`src/sv/skp_pkg.sv`:
```
`timescale 1ns / 1ps
// ----------------------------------------------------------------------------
// skp_pkg
// Shared types and constants for the sysex keypress parser: packet kinds,
// end status codes, the vendor prefix and the transaction payload structs.
// ----------------------------------------------------------------------------
package skp_pkg;

   // default number of bytes kept per message
   localparam int STORE_DEPTH_DEFAULT = 32;

   // message layout
   localparam int PREFIX_LEN  = 8;
   localparam int KEY_MSG_LEN = 12;
   localparam int CMD_POS     = 8;
   localparam int BUTTON_POS  = 9;
   localparam int VALUE_POS   = 10;

   localparam logic [7:0] CMD_KEYPRESS = 8'h00;

   localparam logic [7:0] VENDOR_PREFIX [PREFIX_LEN] = '{
      8'hF0, 8'h00, 8'h20, 8'h6B, 8'h7F, 8'h42, 8'h02, 8'h00
   };

   // usb-midi packet kinds
   typedef enum logic [2:0] {
      KIND_CONT  = 3'd0,
      KIND_END1  = 3'd1,
      KIND_END2  = 3'd2,
      KIND_END3  = 3'd3,
      KIND_OTHER = 3'd4
   } kind_type;

   // end of message status
   typedef enum logic [1:0] {
      STATUS_NONE         = 2'd0,
      STATUS_KEYPRESS     = 2'd1,
      STATUS_UNKNOWN_CMD  = 2'd2,
      STATUS_UNRECOGNIZED = 2'd3
   } status_type;

   typedef struct packed {
      logic [2:0] kind;
      logic [7:0] first_byte;
      logic [7:0] second_byte;
      logic [7:0] third_byte;
   } req_payload_type;

   typedef struct packed {
      logic       handled;
      logic [1:0] end_status;
      logic [7:0] button_id;
      logic       key_down;
   } rsp_payload_type;

endpackage

```
`src/sv/skp_req_if.sv`:
```
`timescale 1ns / 1ps
// ----------------------------------------------------------------------------
// skp_req_if
// Valid/ready channel carrying one usb-midi packet per transaction.
// ----------------------------------------------------------------------------
interface skp_req_if;
   logic                     valid;
   logic                     ready;
   skp_pkg::req_payload_type payload;

   modport source (output valid, output payload, input ready);
   modport sink   (input valid, input payload, output ready);
endinterface

```
`src/sv/skp_rsp_if.sv`:
```
`timescale 1ns / 1ps
// ----------------------------------------------------------------------------
// skp_rsp_if
// Valid/ready channel carrying one parse result per transaction.
// ----------------------------------------------------------------------------
interface skp_rsp_if;
   logic                     valid;
   logic                     ready;
   skp_pkg::rsp_payload_type payload;

   modport source (output valid, output payload, input ready);
   modport sink   (input valid, input payload, output ready);
endinterface

```
`src/sv/skp_msg_track.sv`:
```
`timescale 1ns / 1ps
// ----------------------------------------------------------------------------
// skp_msg_track
// Message state and decode: appends up to three packet bytes, keeps the
// running prefix match and byte captures, and classifies the message end.
// ----------------------------------------------------------------------------
module skp_msg_track #(
   parameter int STORE_DEPTH = skp_pkg::STORE_DEPTH_DEFAULT
) (
   input  logic                     clock,
   input  logic                     reset,
   input  logic                     step_en,
   input  skp_pkg::req_payload_type packet,
   output skp_pkg::rsp_payload_type result
);

   localparam int CountWidth = $clog2(STORE_DEPTH + 1);
   localparam int SumWidth   = CountWidth + 1;

   logic [CountWidth-1:0] count_ff, count_in;
   logic                  match_ff, match_in;
   logic [7:0]            cmd_ff, cmd_in;
   logic [7:0]            button_ff, button_in;
   logic [7:0]            value_ff, value_in;

   logic                  is_sysex;
   logic                  is_end;
   logic [1:0]            num_bytes;
   logic [7:0]            pkt_byte [3];
   logic [SumWidth-1:0]   pos [3];
   logic [2:0]            take;
   logic [1:0]            take_cnt;
   logic [CountWidth-1:0] count_next;
   logic                  match_next;

   // kind decode
   always_comb begin
      is_sysex  = 1'b1;
      is_end    = 1'b1;
      num_bytes = 2'd3;
      case (packet.kind)
         skp_pkg::KIND_CONT: begin
            is_end = 1'b0;
         end
         skp_pkg::KIND_END1: begin
            num_bytes = 2'd1;
         end
         skp_pkg::KIND_END2: begin
            num_bytes = 2'd2;
         end
         skp_pkg::KIND_END3: begin
            num_bytes = 2'd3;
         end
         default: begin
            is_sysex  = 1'b0;
            is_end    = 1'b0;
            num_bytes = 2'd0;
         end
      endcase
   end

   assign pkt_byte[0] = packet.first_byte;
   assign pkt_byte[1] = packet.second_byte;
   assign pkt_byte[2] = packet.third_byte;

   // per-byte position, drop past store end, prefix check and captures
   always_comb begin
      match_next = match_ff;
      cmd_in     = cmd_ff;
      button_in  = button_ff;
      value_in   = value_ff;
      for (int k = 0; k < 3; k++) begin
         pos[k]  = SumWidth'(count_ff) + SumWidth'(k);
         take[k] = is_sysex && (2'(k) < num_bytes) &&
                   (pos[k] < SumWidth'(STORE_DEPTH));
         if (take[k]) begin
            if (pos[k] < SumWidth'(skp_pkg::PREFIX_LEN)) begin
               if (pkt_byte[k] != skp_pkg::VENDOR_PREFIX[pos[k][2:0]]) begin
                  match_next = 1'b0;
               end
            end else if (pos[k] == SumWidth'(skp_pkg::CMD_POS)) begin
               cmd_in = pkt_byte[k];
            end else if (pos[k] == SumWidth'(skp_pkg::BUTTON_POS)) begin
               button_in = pkt_byte[k];
            end else if (pos[k] == SumWidth'(skp_pkg::VALUE_POS)) begin
               value_in = pkt_byte[k];
            end
         end
      end
      take_cnt   = 2'(take[0]) + 2'(take[1]) + 2'(take[2]);
      count_next = count_ff + CountWidth'(take_cnt);
   end

   // end of message classification
   always_comb begin
      result.handled    = is_sysex;
      result.end_status = skp_pkg::STATUS_NONE;
      result.button_id  = 8'h00;
      result.key_down   = 1'b0;
      if (is_end) begin
         if (count_next == CountWidth'(skp_pkg::KEY_MSG_LEN) && match_next) begin
            if (cmd_in == skp_pkg::CMD_KEYPRESS) begin
               result.end_status = skp_pkg::STATUS_KEYPRESS;
               result.button_id  = button_in;
               result.key_down   = (value_in != 8'h00);
            end else begin
               result.end_status = skp_pkg::STATUS_UNKNOWN_CMD;
            end
         end else begin
            result.end_status = skp_pkg::STATUS_UNRECOGNIZED;
         end
      end
   end

   // message restarts on an end or on any non-sysex packet
   always_comb begin
      if (!is_sysex || is_end) begin
         count_in = '0;
         match_in = 1'b1;
      end else begin
         count_in = count_next;
         match_in = match_next;
      end
   end

   // message state
   always_ff @(posedge clock) begin
      if (reset) begin
         count_ff <= '0;
         match_ff <= 1'b1;
      end else if (step_en) begin
         count_ff <= count_in;
         match_ff <= match_in;
      end
   end

   // captures, written only at their positions
   always_ff @(posedge clock) begin
      if (step_en) begin
         cmd_ff    <= cmd_in;
         button_ff <= button_in;
         value_ff  <= value_in;
      end
   end

endmodule

```
`src/sv/sysex_keypress_parser_core.sv`:
```
`timescale 1ns / 1ps
// ----------------------------------------------------------------------------
// sysex_keypress_parser_core
// Reassembles system-exclusive messages from usb-midi packets and reports a
// decoded keypress, unknown command or unrecognized message at each end.
//
//   channel   direction  contents
//   req_chan  in         kind, first_byte, second_byte, third_byte
//   rsp_chan  out        handled, end_status, button_id, key_down
//
// One transaction per cycle sustained while the result is not stalled; each
// packet passes through the input register, then the result register.
// Each packet's bytes are checked and counted in one pass, so the message
// state is ready for the next packet in the following cycle.
// Synchronous reset clears the message state and the valid flags of both register stages.
// A stalled result holds the pipeline; the input register still takes one
// transaction while the result register is full.
// ----------------------------------------------------------------------------
module sysex_keypress_parser_core #(
   parameter int STORE_DEPTH = skp_pkg::STORE_DEPTH_DEFAULT
) (
   input logic        clock,
   input logic        reset,
   skp_req_if.sink    req_chan,
   skp_rsp_if.source  rsp_chan
);

   logic                     req_valid_ff, req_valid_in;
   skp_pkg::req_payload_type req_data_ff;
   logic                     rsp_valid_ff, rsp_valid_in;
   skp_pkg::rsp_payload_type rsp_data_ff;
   skp_pkg::rsp_payload_type step_result;
   logic                     advance;
   logic                     step_en;
   logic                     req_take;

   // pipeline control
   assign advance          = !rsp_valid_ff || rsp_chan.ready;
   assign step_en          = req_valid_ff && advance;
   assign req_chan.ready   = !req_valid_ff || advance;
   assign req_take         = req_chan.valid && req_chan.ready;

   assign req_valid_in = req_take ? 1'b1 : (step_en ? 1'b0 : req_valid_ff);
   assign rsp_valid_in = step_en ? 1'b1 : (rsp_chan.ready ? 1'b0 : rsp_valid_ff);

   // message tracking and decode
   skp_msg_track #(
      .STORE_DEPTH (STORE_DEPTH)
   ) u_msg_track (
      .clock   (clock),
      .reset   (reset),
      .step_en (step_en),
      .packet  (req_data_ff),
      .result  (step_result)
   );

   // valid flags
   always_ff @(posedge clock) begin
      if (reset) begin
         req_valid_ff <= 1'b0;
         rsp_valid_ff <= 1'b0;
      end else begin
         req_valid_ff <= req_valid_in;
         rsp_valid_ff <= rsp_valid_in;
      end
   end

   // payload registers
   always_ff @(posedge clock) begin
      if (req_take) begin
         req_data_ff <= req_chan.payload;
      end
      if (step_en) begin
         rsp_data_ff <= step_result;
      end
   end

   assign rsp_chan.valid   = rsp_valid_ff;
   assign rsp_chan.payload = rsp_data_ff;

endmodule
```
`src/flat_wrapper.sv`:
```
// flat-port wrapper written by rule: the top's interface ports become plain ports
module sysex_keypress_parser_core_flat 
#(
   parameter int STORE_DEPTH = skp_pkg::STORE_DEPTH_DEFAULT
)
  (clock, reset, req_chan_valid, req_chan_payload, req_chan_ready, rsp_chan_valid, rsp_chan_payload, rsp_chan_ready);
  skp_req_if req_chan_i ();
  skp_rsp_if rsp_chan_i ();
  input logic clock;
  input logic reset;
  input wire logic [$bits(req_chan_i.valid)-1:0] req_chan_valid;
  input wire logic [$bits(req_chan_i.payload)-1:0] req_chan_payload;
  output wire logic [$bits(req_chan_i.ready)-1:0] req_chan_ready;
  output wire logic [$bits(rsp_chan_i.valid)-1:0] rsp_chan_valid;
  output wire logic [$bits(rsp_chan_i.payload)-1:0] rsp_chan_payload;
  input wire logic [$bits(rsp_chan_i.ready)-1:0] rsp_chan_ready;
  assign req_chan_i.valid = req_chan_valid;
  assign req_chan_i.payload = req_chan_payload;
  assign req_chan_ready = req_chan_i.ready;
  assign rsp_chan_valid = rsp_chan_i.valid;
  assign rsp_chan_payload = rsp_chan_i.payload;
  assign rsp_chan_i.ready = rsp_chan_ready;
  sysex_keypress_parser_core #(.STORE_DEPTH(STORE_DEPTH)) u_core (.clock(clock), .reset(reset), .req_chan(req_chan_i), .rsp_chan(rsp_chan_i));
endmodule
```
`config.mk`:
```
export PLATFORM = sky130hd
export DESIGN_NAME = sysex_keypress_parser_core_flat
export DESIGN_NICKNAME = d
export VERILOG_FILES = /design/src/sv/skp_pkg.sv /design/src/sv/skp_req_if.sv /design/src/sv/skp_rsp_if.sv /design/src/sv/skp_msg_track.sv /design/src/sv/sysex_keypress_parser_core.sv /design/src/flat_wrapper.sv
export SDC_FILE = /design/constraint.sdc
export NUM_CORES = 1
export LEC_CHECK = 0
export ABC_AREA = 1
export BUFFER_PORTS_ARGS = -buffer_cell sky130_fd_sc_hd__buf_2
export CORE_AREA = 2 2 92 94
export CTS_BUF_LIST = sky130_fd_sc_hd__clkbuf_16
export DETAILED_ROUTE_END_ITERATION = 10
export DIE_AREA = 0 0 94 96
export GPL_ROUTABILITY_DRIVEN = 0
export PLACE_DENSITY = 0.79
export SKIP_LAST_GASP = 1
export SYNTH_ARGS = -nofsm -noshare
export SYNTH_HDL_FRONTEND = slang
export SYNTH_HIERARCHICAL = 1
export SYNTH_SLANG_ARGS = --single-unit
```
`constraint.sdc`:
```
create_clock -name clock -period 5.5 [get_ports clock]
set_input_delay 1.1 -clock clock [delete_from_list [all_inputs] [get_ports clock]]
set_output_delay 1.1 -clock clock [all_outputs]
set_load 0.01 [all_outputs]
```
# [Word level (Yosys, flattened, before mapping)]
# Memories as Yosys holds them, arrays and structs flattened.
# Cells that the tools add are included.
[totals] inputBits=31 ramBits=0 wordCells=140 ff_bits=72 output_inout_bits=14 latch_bits=0 mem_bits_ro=192 mem_count=3
[memory_table] memory="(name not given)" depth=8 word_bits=8 read_ports=1 rd_clocked_by_memory_dff=0 wr=0 line="skp_msg_track.sv:78" rtl="if (pkt_byte[k] != skp_pkg::VENDOR_PREFIX[pos[k][2:0]]) begin"
[memory_table] memory="(name not given)" depth=8 word_bits=8 read_ports=1 rd_clocked_by_memory_dff=0 wr=0 line="skp_msg_track.sv:78"
[memory_table] memory="(name not given)" depth=8 word_bits=8 read_ports=1 rd_clocked_by_memory_dff=0 wr=0 line="skp_msg_track.sv:78"
[classes] n_addsub=5 bitwise_logic=3 n_mux=62 reduce_logical=24 shift=0 multipliers=0 n_div=0 order_cmp=12 n_eq_ne=16
[op_table] operator="8-bit 2-to-1 mux" count=42
[op_table] operator="7-bit by 4-bit == test with 1-bit output, second input constant" count=6
[op_table] operator="6-bit by 4-bit == test with 1-bit output, second input constant" count=4
[op_table] operator="8-bit inequality test" count=3
[op_table] operator="1-bit 2-to-1 mux" count=16
[op_table] operator="7-bit by 4-bit less-than comparator with 1-bit output, second input constant" count=2
[op_table] operator="7-bit by 6-bit less-than comparator with 1-bit output, second input constant" count=2
[op_table] operator="4-bit greater-or-equal comparator, second input constant" count=3
[op_table] operator="3-bit NOT with 4-bit output" count=3
[op_table] operator="1-bit logical AND" count=9
[op_table] operator="8-bit logical NOT" count=1
[op_table] operator="8-bit nonzero test" count=1
[op_table] operator="6-bit by 1-bit adder with 7-bit output, second input constant" count=1
[op_table] operator="6-bit by 2-bit adder with 7-bit output, second input constant" count=1
[op_table] operator="6-bit by 2-bit adder with 6-bit output" count=1
[op_table] operator="3-bit by 2-bit == test with 1-bit output, second input constant" count=2
[op_table] operator="6-bit by 4-bit less-than comparator with 1-bit output, second input constant" count=1
[op_table] operator="6-bit less-than comparator, second input constant" count=1
[op_table] operator="6-bit 2-to-1 mux" count=1
[op_table] operator="2-bit case mux with 3 select lines" count=1
[op_table] operator="1-bit by 2-bit less-than comparator with 1-bit output, first input constant" count=2
[op_table] operator="2-bit 2-to-1 mux" count=2
[op_table] operator="2-bit nonzero test" count=2
[op_table] operator="4-bit OR reduction" count=1
[op_table] operator="10 further kinds" count=14

# [Longest topological paths before layout]
[depth] ltp_word=18 mapped_depth=22 mapped_depth_nobuf=21

# [By module]
# The synthesis kept the hierarchy.
[by_module_without_submodules] mod="skp_msg_track" cells_per_inst=502 instances=1 area_per_inst_um2=3398.3 seq_area_each_um2=860.8
[by_module_without_submodules] mod="sysex_keypress_parser_core" cells_per_inst=51 instances=1 area_per_inst_um2=1262.5 seq_area_each_um2=1211.2

# [Least setup slack after synthesis]
# OpenSTA, ideal clock, no wires.
[synth_path] kind="input to register" start="input port rsp_chan_ready" end="register u_core.u_msg_track.count_ff[3]" stages=6 arrival_time_ps=4170 path_buffers=0 path_slack_ps=1260 setup_ps=70 t_required_ps=5430 path_cell_list="inv_1 > a21oi_1 > inv_1 > nor3_1 > nand2_1 > a21oi_1"
[synth_via] elab_chain_len=2
[synth_lines] item="start: declaration" line="flat_wrapper.sv:16" rtl="input wire logic [$bits(rsp_chan_i.ready)-1:0] rsp_chan_ready;"
[synth_lines] item="1-bit logical OR" line="sysex_keypress_parser_core.sv:38" rtl="assign advance = !rsp_valid_ff || rsp_chan.ready;"
[synth_lines] item="1-bit logical AND" line="sysex_keypress_parser_core.sv:39" rtl="assign step_en = req_valid_ff && advance;"
[synth_lines] item="end signal: assignment" line="skp_msg_track.sv:132" rtl="count_ff <= count_in;"
[synth_lines] item="end: declaration" line="skp_msg_track.sv:20" rtl="logic [CountWidth-1:0] count_ff, count_in;"
# No other way between the ends.
# A chain may end at the register's enable or synchronous reset.

# [Worst setup path after layout]
[layout_path] start="register u_core.u_msg_track.count_ff[1]" end="register u_core.rsp_data_ff, in the netlist u_core/rsp_chan.payload[3] (data pin)"
[layout_via] elab_chain_len=16 elab_cells_between_ends=69 cone_classes="5 x add/sub; 6 x order compare; 10 x eq/ne; 36 x mux; 3 x bitwise; 6 x reduce/logical; 3 x memory"
[layout_lines] item="parallel branches: the longest is 16 deep, another holds 6-bit by 1-bit adder with 7-bit output"
[layout_lines] item="end signal: assignment" line="sysex_keypress_parser_core.sv:74" rtl="rsp_data_ff <= step_result;"
[layout_lines] item="end: declaration" line="sysex_keypress_parser_core.sv:31" rtl="skp_pkg::rsp_payload_type rsp_data_ff;"
# Several ways; the timed one is not identified. The select of a mux whose other input is x is not followed.

==> impl_metrics.tcl <==
set metrics [dict create \
    status "complete, no violations" \
    insertion_delay_ns 0.34 \
    htree_levels 3 \
    path_max_fanout 13 \
    wl_mm 11.7 \
    dr.pass1.iters 7 \
    multi_input_area_sq_mm 0.00218 \
    cts_root_buffer "clkbuf_16" \
    synth_cell_types 43 \
    syn_avg_cell_area_sq_um 8.43 \
    drt-initial-drc-count 632 \
    path_buf_inv 1 \
    cp.arrival_ns 4.33 \
    grt_pass1_wl_mm 18.1 \
    final_cells 706 \
    antenna_found_initial 0 \
    crit_top_cell "nor2_1" \
    fillers 637 \
    num_vias 4117 \
    max_stage_delay_ns 0.63 \
    ys_warn_count 6 \
    syn_nets 601 \
    final.setup.tns_ns 0 \
    ant_nets 0 \
    crit_family "simple AND/OR/NAND/NOR gates" \
    finalSetupViolCount 0 \
    crit_chain "ha_1 > nand3_2 > nor2_1 > nor2_1 > nor2_2 > nand2_2 > fa_1 > inv_1 > ha_1 > fa_1 > nand2_1 > xor2_1 > nor2_1 > nand4_1 > nor2_1 > nand4_4 > nor2_1" \
    grt_max_degree 40 \
    rsz0062_at_grt "no" \
    core_sq_mm 0.00805 \
    total_leakage_power_uw 0.00243 \
    dpl.cell_count 690 \
    first_global_vias 3619 \
    synth_seq_area_share 0.445 \
    worst_slew_pin_slew_ns 1.07 \
    dp_hpwl_mm 8.36 \
    period_share 0.759 \
    syn2layout_area_growth_pct 13.5 \
    fin_util 0.657 \
    whs_path_depth 2 \
    worst_clock_skew_ns 0.0133 \
    die_h_microns 96 \
    hold_viol 0 \
    dieArea_sq_mm 0.00902 \
    crit_path_end_kind "register" \
    ys_ff_latch 72 \
    max_freq_ghz 0.240 \
    holdCritPathClass "register to register" \
    worstSetupPathType "register to register" \
    worstPathRequired_ns 5.66 \
    crit_path_start_kind "register" \
    clock-sinks 72 \
    netlist_area_sq_mm 0.00466 \
    pin_count 45 \
    via_per_inst 5.83 \
    cts-resized-gates 0 \
    drc_errors 0 \
    p_per_area_mw_per_mm2 273 \
    seq_area_sq_mm 0.00207 \
    cp.depth 17 \
    initial_core_util 0.579 \
    cp_slowest_cell "dfxtp_1" \
    num_rows 33 \
    avgRoutedWirePerCell_microns 16.6 \
    n_antenna_cell 0 \
    track_usage 0.267 \
    max-cap-violations 0 \
    post-cts-setup-buffers 0 \
    port_buffers 44 \
    die_w_microns 94 \
    grt_overflow_total 0 \
    ir_worst_vdd_v 0.000322 \
    cts_tree "yes" \
    cts_buffers 9 \
    netlist_instances 553 \
    clkTransAtPathRegs_ns 0.06 \
    finalCriticalPeriod_ns 4.17 \
    slew_headroom 0.289 \
    final_nets 644 \
    drv_slew 0 \
    drive_gt1_frac 0.186 \
    clk_path_buf_depth 2 \
    reg2regPathDepth 17 \
    hold_buffers 0 \
]
[where the power goes]
part | switching (uW) | internal [uW]
Sequential | 22.0 | 623
Clock | 234 | 448
Combinational | 76.0 | 40.3
[per-stage QoR]
stage          hold WS (ns)  setup slack, ns  area (sq um)  total power [uW]
6_report              0.497             1.33          5290              1440
5_1_grt               0.530             1.09          5290              1490
4_1_cts               0.490             1.38          5290              1450
3_5_place_dp          0.478             1.43          4940               767
3_3_place_gp          0.471             1.68          4940               764
2_1_floorplan         0.451             1.26          4660               724
[sequential cells by signal (all words and copies together), names as in the netlist]
signal                        flops
u_core/rsp_chan.valid             1
u_core/req_valid_ff               1
u_core/u_msg_track/button_ff      8
u_core/rsp_chan.payload          12
u_core/req_data_ff               27
u_core/u_msg_track/count_ff       6
u_core/u_msg_track/cmd_ff         8
u_core/u_msg_track/match_ff       1
u_core/u_msg_track/value_ff       8
[worst reg2reg max path: cells and delay by family, from the launching register on]
kind / cells / cell delay [ns]
AND/OR/NAND/NOR: 11 / 1.67
XOR/XNOR: 1 / 0.09
flip-flops: 1 / 0.63
adder cells (fa/ha/maj): 4 / 1.55
buffers and inverters: 1 / 0.04
[layout make-up]
cell class | instances | area share
flip-flops and latches | 72 | 0.392
well taps | 105 | 0.0248
repair buffers | 45 | 0.0430
clock buffers | 9 | 0.0426
clock inverters | 7 | 0.0236
inverters | 88 | 0.0624
multi-input cells | 380 | 0.412
[routing by layer]
metal  global-route usage  up-vias  share of wire
li1                     -     1923              -
met1                0.346     1857           0.40
met2                0.428      281           0.45
met3               0.0556       56           0.11
met4                0.136        0          0.040
met5                    0        -              0
[synthesized netlist by cell type, drive strengths merged]
| cell type | number | area [sq um] |
|---|---|---|
| nor3 | 4 | 31.3 |
| a21o | 1 | 7.51 |
| nand3 | 53 | 338 |
| o21a | 2 | 15.0 |
| edfxtp | 63 | 1890 |
| o211ai | 8 | 60.1 |
| buf | 12 | 86.3 |
| xnor2 | 3 | 26.3 |
| clkinv | 1 | 3.75 |
| dfxtp | 9 | 180 |
| ha | 15 | 188 |
| nand4 | 16 | 128 |
| clkbuf | 1 | 3.75 |
| a31oi | 1 | 6.26 |
| inv | 87 | 327 |
| a22oi | 1 | 7.51 |
| xor2 | 8 | 77.6 |
| nor2 | 64 | 319 |
| o22ai | 5 | 31.3 |
| o21ai | 39 | 206 |
| a21oi | 26 | 145 |
| fa | 2 | 40.0 |
| nand2 | 129 | 519 |
| nand3b | 3 | 22.5 |
[worst paths after layout]
check / endpoint / slack, ns / from
max: u_core/rsp_chan.payload[3]$_DFFE_PP_ / 1.33 / u_core/u_msg_track/count_ff[1]$_SDFFE_PP0P_
min: u_core/u_msg_track/match_ff$_SDFFE_PP1P_ / 0.50 / u_core/u_msg_track/match_ff$_SDFFE_PP1P_
max reg2reg: u_core/rsp_chan.payload[3]$_DFFE_PP_ / 1.33 / u_core/u_msg_track/count_ff[1]$_SDFFE_PP0P_
min reg2reg: u_core/u_msg_track/match_ff$_SDFFE_PP1P_ / 0.50 / u_core/u_msg_track/match_ff$_SDFFE_PP1P_
[cells by family after synthesis]
| group | synth area share |
|---|---|
| AO/OA/AOI/OAI | 0.103 |
| AND/OR/NAND/NOR | 0.291 |
| buffers and inverters | 0.0902 |
| adder cells (fa/ha/maj) | 0.0489 |
| flip-flops | 0.445 |
| XOR/XNOR | 0.0223 |
[cells in the final DEF, fill, tap and decap left out, types with 5 or more instances in the layout]
master and n:
buf_2 44, dfxtp_1 9, o21ai_1 13, nor2_2 6
o22ai_1 5, edfxtp_1 63, nand4_1 13, nand2_2 8
o21ai_0 23, inv_1 78, o211ai_1 8, xor2_1 7
inv_2 9, nand3_1 43, ha_1 15, nor2_1 53
a21oi_1 23, clkbuf_16 9, nand3_2 7, nand2_1 119
Power figures use the tool's default switching activity.
